`config.mk`:
```
export PLATFORM = sky130hd
export DESIGN_NAME = led_bitplane_pixel_writer
export DESIGN_NICKNAME = d
export VERILOG_FILES = /design/src/hw/rtl/lbpw_pkg.sv /design/src/hw/rtl/led_bitplane_pixel_writer.sv
export SDC_FILE = /design/constraint.sdc
export NUM_CORES = 2
export LEC_CHECK = 0
export BUFFER_PORTS_ARGS = -buffer_cell sky130_fd_sc_hd__buf_2
export CAP_MARGIN = 25
export CORE_MARGIN = 2
export CORE_UTILIZATION = 55
export CTS_CLUSTER_DIAMETER = 150
export CTS_CLUSTER_SIZE = 25
export DETAILED_ROUTE_END_ITERATION = 16
export PLACE_DENSITY_LB_ADDON = 0.3
export SYNTH_ARGS = -nofsm -noshare
export SYNTH_HDL_FRONTEND = slang
export SYNTH_SLANG_ARGS = --single-unit
```
`constraint.sdc`:
```
create_clock -name clk -period 25.5 [get_ports clk]
set_input_delay 3.825 -clock clk [delete_from_list [all_inputs] [get_ports clk]]
set_output_delay 3.825 -clock clk [all_outputs]
set_load 0.01 [all_outputs]
```
`src/hw/rtl/lbpw_pkg.sv`:
```
// lbpw_pkg: shared types, constants and small functions of the bit-plane pixel writer
// no dependencies; used by led_bitplane_pixel_writer

package lbpw_pkg;

  localparam int PLANES  = 3;
  localparam int COLOURS = 3;

  // quantization thresholds
  localparam logic [7:0] LEVEL1_MIN = 8'h99;
  localparam logic [7:0] LEVEL2_MIN = 8'hcc;
  localparam logic [7:0] LEVEL3_MIN = 8'hff;

  typedef enum logic [2:0] {
    ST_CLEAR,
    ST_IDLE,
    ST_CALC,
    ST_WR_READ,
    ST_WR_MODIFY,
    ST_RD_READ,
    ST_RD_OUT
  } state_t;

  // colour order within one plane group of the store
  typedef enum logic [1:0] {
    CH_BLUE  = 2'd0,
    CH_RED   = 2'd1,
    CH_GREEN = 2'd2
  } colour_t;

  localparam logic [1:0] LAST_PLANE = 2'(PLANES - 1);

  function automatic logic [1:0] quantize(input logic [7:0] v);
    logic [1:0] lvl;
    if (v < LEVEL1_MIN) lvl = 2'd0;
    else if (v < LEVEL2_MIN) lvl = 2'd1;
    else if (v < LEVEL3_MIN) lvl = 2'd2;
    else lvl = 2'd3;
    return lvl;
  endfunction

  // row wiring inside a group of eight rows
  function automatic logic [2:0] row_wiring(input logic [2:0] r);
    logic [2:0] w;
    case (r)
      3'd0: w = 3'd7;
      3'd1: w = 3'd6;
      3'd2: w = 3'd5;
      3'd3: w = 3'd4;
      3'd4: w = 3'd2;
      3'd5: w = 3'd3;
      3'd6: w = 3'd0;
      3'd7: w = 3'd1;
      default: w = 3'd0;
    endcase
    return w;
  endfunction

  // bit position of a column inside its column byte
  function automatic logic [2:0] bit_wiring(input logic [2:0] c);
    logic [2:0] b;
    case (c)
      3'd0: b = 3'd7;
      3'd1: b = 3'd6;
      3'd2: b = 3'd5;
      3'd3: b = 3'd4;
      3'd4: b = 3'd0;
      3'd5: b = 3'd1;
      3'd6: b = 3'd2;
      3'd7: b = 3'd3;
      default: b = 3'd0;
    endcase
    return b;
  endfunction

endpackage

```
`src/hw/rtl/led_bitplane_pixel_writer.sv`:
```
// led_bitplane_pixel_writer: bit-plane frame store of an rgb led matrix with pixel writes
// and byte reads; depends on lbpw_pkg

//  channel | direction | handshake            | payload
//  --------+-----------+----------------------+---------------------------------------------
//  in_     | input     | in_valid / in_ready  | mode, pixel_x, pixel_y, rgb levels, address
//  out_    | output    | out_valid / out_ready| read_data (only for read items)
//
//  a write item goes from accept through the row remap and base address state, then
//  nine read-modify-write bytes, each a read state and a modify state, all through the
//  single port pair of the store; a pixel off the panel returns to idle after the remap
//  a read item passes a read state and an output state; the result sits in an output
//  register and only a read waiting on a full output register stalls the sequencer
//  after reset the store is zeroed in a pass over ROWS*(COLS/8)*9 bytes (288 by default),
//  one byte a cycle, with in_ready low

module led_bitplane_pixel_writer #(
  parameter int ROWS = 16,
  parameter int COLS = 16
) (
  input  logic       clk,
  input  logic       rst_n,
  input  logic       in_valid,
  output logic       in_ready,
  input  logic       in_mode,
  input  logic [3:0] in_pixel_x,
  input  logic [3:0] in_pixel_y,
  input  logic [7:0] in_red_level,
  input  logic [7:0] in_green_level,
  input  logic [7:0] in_blue_level,
  input  logic [8:0] in_byte_address,
  output logic       out_valid,
  input  logic       out_ready,
  output logic [7:0] out_read_data
);

  localparam int COL_BYTES   = COLS / 8;
  localparam int STORE_BYTES = ROWS * COL_BYTES * lbpw_pkg::PLANES * lbpw_pkg::COLOURS;
  localparam int AW          = $clog2(STORE_BYTES);
  localparam int CW          = (AW > 9) ? AW + 1 : 10;

  // frame store: one write port, one registered read port
  logic [7:0]    mem [STORE_BYTES];
  logic          mem_we;
  logic [7:0]    mem_wdata;
  logic [7:0]    rd_data_r;

  lbpw_pkg::state_t  state_r, state_nxt;
  lbpw_pkg::colour_t colour_r, colour_nxt;
  logic [1:0]        plane_r, plane_nxt;
  logic [AW-1:0]     addr_r, addr_nxt;     // clear counter, rmw address or read address
  logic              oob_r, oob_nxt;       // read address beyond the store

  // write item payload
  logic [3:0]        x_r, x_nxt;
  logic [3:0]        y_r, y_nxt;
  logic [1:0]        red_lvl_r, red_lvl_nxt;
  logic [1:0]        green_lvl_r, green_lvl_nxt;
  logic [1:0]        blue_lvl_r, blue_lvl_nxt;

  logic              out_valid_r, out_valid_nxt;
  logic [7:0]        out_data_r, out_data_nxt;

  // orientation and wiring remap of the latched pixel
  logic [7:0]        pre_row;
  logic [7:0]        row;
  logic              x_ok, row_ok, col_ok;
  logic [AW-1:0]     slot_idx;
  logic [AW-1:0]     base;
  logic [7:0]        mask;
  logic [1:0]        lvl;
  logic              bit_set;
  logic              load_out;

  always_comb begin
    x_ok     = ({4'd0, x_r} <= 8'(COLS - 1));
    pre_row  = 8'(COLS - 1) - {4'd0, x_r};
    row      = {pre_row[7:3], lbpw_pkg::row_wiring(pre_row[2:0])};
    row_ok   = (row < 8'(ROWS));
    col_ok   = !y_r[3] || (COL_BYTES > 1);
    // pixel slot index times nine bytes per slot
    slot_idx = AW'(row) * AW'(COL_BYTES) + AW'(y_r[3]);
    base     = {slot_idx[AW-4:0], 3'd0} + slot_idx;
    mask     = 8'd1 << lbpw_pkg::bit_wiring(y_r[2:0]);
  end

  // level of the channel being processed, thermometer coded across planes
  always_comb begin
    case (colour_r)
      lbpw_pkg::CH_BLUE:  lvl = blue_lvl_r;
      lbpw_pkg::CH_RED:   lvl = red_lvl_r;
      lbpw_pkg::CH_GREEN: lvl = green_lvl_r;
      default:            lvl = 2'd0;
    endcase
    bit_set = (lvl > plane_r);
  end

  // sequencer
  always_comb begin
    state_nxt     = state_r;
    colour_nxt    = colour_r;
    plane_nxt     = plane_r;
    addr_nxt      = addr_r;
    oob_nxt       = oob_r;
    x_nxt         = x_r;
    y_nxt         = y_r;
    red_lvl_nxt   = red_lvl_r;
    green_lvl_nxt = green_lvl_r;
    blue_lvl_nxt  = blue_lvl_r;
    in_ready      = 1'b0;
    mem_we        = 1'b0;
    mem_wdata     = 8'd0;
    load_out      = 1'b0;

    case (state_r)
      lbpw_pkg::ST_CLEAR: begin
        // zero one byte a cycle
        mem_we   = 1'b1;
        addr_nxt = addr_r + AW'(1);
        if (addr_r == AW'(STORE_BYTES - 1)) begin
          addr_nxt  = '0;
          state_nxt = lbpw_pkg::ST_IDLE;
        end
      end
      lbpw_pkg::ST_IDLE: begin
        in_ready = 1'b1;
        if (in_valid) begin
          if (in_mode) begin
            addr_nxt  = AW'(in_byte_address);
            oob_nxt   = (CW'(in_byte_address) >= CW'(STORE_BYTES));
            state_nxt = lbpw_pkg::ST_RD_READ;
          end else begin
            x_nxt         = in_pixel_x;
            y_nxt         = in_pixel_y;
            red_lvl_nxt   = lbpw_pkg::quantize(in_red_level);
            green_lvl_nxt = lbpw_pkg::quantize(in_green_level);
            blue_lvl_nxt  = lbpw_pkg::quantize(in_blue_level);
            state_nxt     = lbpw_pkg::ST_CALC;
          end
        end
      end
      lbpw_pkg::ST_CALC: begin
        // pixel off the panel leaves the store untouched
        if (x_ok && row_ok && col_ok) begin
          addr_nxt   = base;
          plane_nxt  = 2'd0;
          colour_nxt = lbpw_pkg::CH_BLUE;
          state_nxt  = lbpw_pkg::ST_WR_READ;
        end else begin
          state_nxt = lbpw_pkg::ST_IDLE;
        end
      end
      lbpw_pkg::ST_WR_READ: begin
        state_nxt = lbpw_pkg::ST_WR_MODIFY;
      end
      lbpw_pkg::ST_WR_MODIFY: begin
        mem_we    = 1'b1;
        mem_wdata = bit_set ? (rd_data_r | mask) : (rd_data_r & ~mask);
        // offsets plane*3+colour run through consecutive bytes
        addr_nxt  = addr_r + AW'(1);
        state_nxt = lbpw_pkg::ST_WR_READ;
        case (colour_r)
          lbpw_pkg::CH_BLUE:  colour_nxt = lbpw_pkg::CH_RED;
          lbpw_pkg::CH_RED:   colour_nxt = lbpw_pkg::CH_GREEN;
          lbpw_pkg::CH_GREEN: begin
            colour_nxt = lbpw_pkg::CH_BLUE;
            plane_nxt  = plane_r + 2'd1;
            if (plane_r == lbpw_pkg::LAST_PLANE) begin
              state_nxt = lbpw_pkg::ST_IDLE;
            end
          end
          default: colour_nxt = lbpw_pkg::CH_BLUE;
        endcase
      end
      lbpw_pkg::ST_RD_READ: begin
        state_nxt = lbpw_pkg::ST_RD_OUT;
      end
      lbpw_pkg::ST_RD_OUT: begin
        // wait for room in the output register
        if (!out_valid_r || out_ready) begin
          load_out  = 1'b1;
          state_nxt = lbpw_pkg::ST_IDLE;
        end
      end
      default: begin
        state_nxt = lbpw_pkg::ST_IDLE;
      end
    endcase
  end

  // output register
  always_comb begin
    out_valid_nxt = out_valid_r;
    out_data_nxt  = out_data_r;
    if (load_out) begin
      out_valid_nxt = 1'b1;
      out_data_nxt  = oob_r ? 8'd0 : rd_data_r;
    end else if (out_ready) begin
      out_valid_nxt = 1'b0;
    end
  end

  always_ff @(posedge clk) begin
    if (!rst_n) begin
      state_r     <= lbpw_pkg::ST_CLEAR;
      addr_r      <= '0;
      colour_r    <= lbpw_pkg::CH_BLUE;
      plane_r     <= 2'd0;
      out_valid_r <= 1'b0;
    end else begin
      state_r     <= state_nxt;
      addr_r      <= addr_nxt;
      colour_r    <= colour_nxt;
      plane_r     <= plane_nxt;
      out_valid_r <= out_valid_nxt;
    end
  end

  always_ff @(posedge clk) begin
    oob_r       <= oob_nxt;
    x_r         <= x_nxt;
    y_r         <= y_nxt;
    red_lvl_r   <= red_lvl_nxt;
    green_lvl_r <= green_lvl_nxt;
    blue_lvl_r  <= blue_lvl_nxt;
    out_data_r  <= out_data_nxt;
  end

  // store write port and registered read port
  always_ff @(posedge clk) begin
    if (mem_we) begin
      mem[addr_r] <= mem_wdata;
    end
    rd_data_r <= mem[addr_r];
  end

  assign out_valid     = out_valid_r;
  assign out_read_data = out_data_r;

endmodule

```
Word-level counts from Yosys, hierarchy flattened
Memories as Yosys holds them, arrays and structs flattened. A register that Yosys moved wholly into a read port is not among the register bits.
Cells that the tools add are included.

cells by class
  reductions and logical operators = 17
  shift-type cells = 1
  bitwise operators = 4
  mux-type cells = 36
  equal/unequal tests = 16
  $lt $le $gt $ge = 12
  $add $sub $neg = 5

operator list
  cell                 count
  $lt 8x8->1 const B   9
  $mux 9               4
  $pmux 9 s4           1
  $pmux 3 s7           1
  $mux 8               2
  $mux 3               5
  $mux 1               14
  $ne 2x2->1 const B   6
  $pmux 2 s2           3
  $reduce_and 3->1     4
  $mux 2               5
  $add 9x1->9 const B  1
  $add 9x9->9          1
  $eq 3x3->1 const B   3
  $eq 9x9->1 const B   1
  $ge 9x9->1 const B   1
  $and 8x8->8          1
  $lt 8x5->1 const B   1
  $not 8->8            1
  $or 8x8->8           1
  $reduce_or 2->1      4
  $shl 1x3->8 const A  1
  $add 6x2->7          1
  $eq 3x2->1 const B   2
  16 further kinds     18

word-level totals
  RAM bits = 2,304
  word-level logic and storage cells = 109
  input port bits = 46
  memories kept = 3
  flip-flop bits (word level) = 40
  output and inout port bits = 10
  memory bits (read-only) = 48

memory list
  memory            words  bits a word  rd ports  clocked after Yosys merged registers in  wr ports  line                             RTL
  mem               288    8            1         1                                        1         led_bitplane_pixel_writer.sv:43  logic [7:0] mem [STORE_BYTES];
  (name not given)  8      3            1         0                                        0         lbpw_pkg.sv:45                   case (r)
  (name not given)  8      3            1         1                                        0         lbpw_pkg.sv:62                   case (c)

Logic depth before layout (Yosys ltp)
An unclocked memory read counts as a cell.

  word-level depth = 6
  depth in mapped cells = 14
  depth with buffers taken out = 9

Worst setup path after synthesis
Ideal clock, no wire load.

  path type = reg2reg
  start point = register colour_r[0]
  end point = memory mem[0][2] (data pin)
  buffers on the path = 1
  clock period less this slack = 10,984 ps
  cell stages (with the launch flop) = 9
  setup slack = 14,516 ps
  data arrival time = 9,236 ps
  library setup time = 1,749 ps
  data required time = 23,751 ps
  path through = dfxtp_1 > clkbuf_1 > mux2i_1 > o21ai_0 > ha_1 > a21oi_1 > a21oi_1 > nand3_1 > a21oi_1

on the way
  cells in the longest elaborated chain, start to end = 5
  elaborated cells between the ends (all ways) = 7
  those cells by class = order compare: 1; eq/ne: 2; mux: 3; reduce/logical: 1

RTL lines
  element                                   line                              RTL
  start: declaration                        led_bitplane_pixel_writer.sv:49   lbpw_pkg::colour_t colour_r, colour_nxt;
  start signal: assignment                  led_bitplane_pixel_writer.sv:207  colour_r <= lbpw_pkg::CH_BLUE;
  start signal: assignment                  led_bitplane_pixel_writer.sv:213  colour_r <= colour_nxt;
  $eq 2x2->1, or another cell as far along  led_bitplane_pixel_writer.sv:89   case (colour_r)
  $pmux 2 s3 (*)                            led_bitplane_pixel_writer.sv:89
  $gt 2x2->1 (*)                            led_bitplane_pixel_writer.sv:95   bit_set = (lvl > plane_r);
  $mux 8 (*)                                led_bitplane_pixel_writer.sv:158  mem_wdata = bit_set ? (rd_data_r | mask) : (rd_data_r & ~mask);
  $mux 8 (*)                                led_bitplane_pixel_writer.sv:115  case (state_r)
  net mem_wdata[2]                          led_bitplane_pixel_writer.sv:45   logic [7:0] mem_wdata;
  end: declaration                          led_bitplane_pixel_writer.sv:43

The timed path passes the listed nets; every way through them passes the cells marked *.

==> metrics.md <==
| Metric | Value |
|---|---|
| Cts hold-fix bufs | `0` |
| Hold wc startpoint | `y_r[2]` |
| Post-DP HPWL | `140000 um` |
| Gr ovfl total | `0` |
| Largest net degree at the start of global routing | `233` |
| Fill count | `11900` |
| FF/Latch Area | `70500 um^2` |
| Required time of the worst setup path | `26.14 ns` |
| Slew Limit Fails | `0` |
| Worst Path Max Fanout | `49` |
| Layout area overhead | `5.89%` |
| Placed cells | `6629` |
| CTS H-tree depth | `3` |
| CP Data Arrival Time | `6.78 ns` |
| Via count of the first global-routing pass | `44600` |
| Mapped Nets | `4593` |
| Slew headroom | `0.178` |
| Post-synth EDFFs | `2327` |
| Final Critical Period | `6.15 ns` |
| Commonest non-fill, non-tap cell in the layout | `edfxtp_1` |
| All-Layer GR Usage | `0.270` |
| Worst Setup End Kind | `register` |
| # IOs | `56` |
| Vias | `46300` |
| Setup_tns | `0 ns` |
| R2R Setup Slk | `19.35 ns` |
| Setup CP Type | `register to register` |
| 1st-iter DRT viols | `7527` |
| Adder-Cell Fraction of Synth Area | `0.00143` |
| 1st-pass router iterations | `6` |
| Ys Warns | `0` |
| Area of the multi-input gates | `20800 um^2` |
| Root Driver | `clkbuf_16` |
| Post-synth ARST share | `0` |
| Share of layout cells above drive strength 1 | `0.197` |
| Synthesized area | `92900 um^2` |
| Total CTS buffers | `104` |
| Num rows | `150` |
| Period utilization | `0.241` |
| Hold depth | `1` |
| Power per cell area | `65.3 nW/um^2` |
| Most frequent cells in the layout | `edfxtp_1 (2327), mux4_2 (526), nor2_1 (343)` |
| CTS tree | `done` |
| Gpl congestion | `0.871` |
| Final Hold Viols | `0` |
| Clk sinks | `2355` |
| Worst reg2reg endpoint | `rd_data_r[0]` |
| Worst skew pair latency | `0.78 ns` |
| Post-route DRC violation count | `0` |
| Initial Util | `0.555` |
| Post-route ant nets | `0` |
| Endpoints failing setup | `0` |
| Syn Area/Cell | `20.5 um^2` |
| Synth Area in Simple Gates | `0.0335` |
| Slew @ Worst Pin | `1.23 ns` |
| Nets@finish | `4597` |
| Worst setup SP type | `register` |
| Largest family of logic cells by synthesized area | `multiplexers` |
| Die Ht | `415 um` |
| Core region area | `167000 um^2` |
| Post-DR wirelength/cell | `34.3 um` |
| Horiz. Die Dim | `415 um` |
| Post-synthesis compound-gate area fraction | `0.0278` |
| Synth Flop Type | `edfxtp_1` |
| Worst VDD drop | `54.8 uV` |
| Synth Area in XOR/XNOR | `0.000566` |
| HP Class | `register to register` |
| First-pass GRT wire length | `332000 um` |
| Layout Cells excl Fill | `6788` |
| Path depth of the worst reg2reg path | `11` |
| Pleak | `0.0265 uW` |
| Die area | `172000 um^2` |
| Routed wire length | `233000 um` |
| # resized after CTS | `0` |
| Clock Pin Slew Worst Setup and Hold Paths | `0.10 ns` |
| Mux share of post-synthesis cell area | `0.159` |
| Setup Skew | `0.0361 ns` |
| RSZ-0062 raised after global routing | `false` |
| Status | `finished clean` |
| Maximum Capacitance Violations | `0` |
| Register area share after synthesis | `0.758` |
| Clk buf depth | `3` |
| Initial antenna violation count | `12` |
| Setup Buffers After CTS | `0` |
| Post-synthesis cell type count | `79` |
| Max frequency | `163 MHz` |
| Avg Vias per Cell | `6.83` |
| Syn Inst Count | `4537` |
| Yosys reg bits | `2355` |
| I/O Buffers | `55` |
| Critical path origin | `addr_r[1]` |
| RR Startpoint | `addr_r[1]` |
worst max path at each step:
stage                               to  slack (ns)  cells after the start
after floorplan              mem[0][2]       14.52                      8
after global placement    rd_data_r[0]       19.31                     11
after detailed placement  rd_data_r[0]       19.32                     11
after CTS                 rd_data_r[0]       19.29                     11
after global routing      rd_data_r[0]       19.12                     11
final                     rd_data_r[0]       19.35                     11
state kept, by name, summed over array words and instances (netlist names), named ones only:
name           flops
colour_r           2
state_r            3
y_r                4
green_lvl_r        2
oob_r              1
addr_r             9
out_valid          1
red_lvl_r          2
mem             2304
x_r                4
rd_data_r          8
out_read_data      8
plane_r            2
blue_lvl_r         2
metrics by stage:
stage	cell area (um^2)	hold slack (ns)	setup slack, ns	total power (uW)	utilization
2_1_floorplan	92900	0.487	14.52	4510	-
3_3_place_gp	95200	0.524	19.31	4590	0.569
3_5_place_dp	95200	0.527	19.32	4600	0.569
4_1_cts	98100	0.544	19.29	6430	0.586
5_1_grt	98400	0.571	19.12	6570	0.588
6_report	98400	0.536	19.35	6430	0.588
Yosys cell counts, types with 43 or more instances:
library cell | count | area, um^2
mux2_2 | 43 | 484
a22oi_1 | 49 | 368
buf_2 | 69 | 345
a21oi_1 | 70 | 350
nor2_1 | 351 | 1320
edfxtp_1 | 2327 | 69900
clkbuf_1 | 91 | 342
nand3_1 | 69 | 345
o21ai_0 | 80 | 400
buf_4 | 45 | 338
mux4_2 | 526 | 11800
mux2i_1 | 194 | 1940
buf_6 | 52 | 586
nand2_1 | 134 | 503
metal layers:
layer,up-vias,GRT usage,part of all wire,wire (um)
li1,18600,-,-,-
met1,24500,0.401,0.39,90700
met2,2850,0.404,0.46,107000
met3,362,0.0629,0.12,27800
met4,12,0.0807,0.032,7530
met5,-,0,0.00028,66
cell families after synthesis:
logic type               after synthesis
flip-flops                          2355
multiplexers                         782
AND/OR/NAND/NOR                      703
AO/OA/AOI/OAI                        387
buffers and inverters                294
adder cells (fa/ha/maj)               10
XOR/XNOR                               6
layout make-up:
type                            count  area share
Sequential cell                  2355       0.716
Timing Repair Buffer              171      0.0140
Inverter                           21    0.000801
Antenna cell                        4    0.000102
Multi-Input combinational cell   1888       0.212
Clock inverter                      7     0.00104
Tap cell                         2204      0.0280
Clock buffer                      138      0.0282
worst max-delay path, stage by stage, from the launching register on:
cell and delay [ns]:
dfxtp_4 0.82, buf_4 0.81, buf_4 0.84, buf_4 0.68, buf_4 0.72, mux4_2 0.60, mux2i_1 0.21, mux2i_1 0.10
o211ai_1 0.36, nand3_1 0.13, a311oi_1 0.50, o41ai_1 0.15
power by group:
part           internal, uW  leakage (uW)  switching, uW
combinational           123       0.00596            182
sequential             4190        0.0191           17.1
clock                   770       0.00139           1150
total                  5080        0.0265           1350
Power figures use the tool's default switching activity.
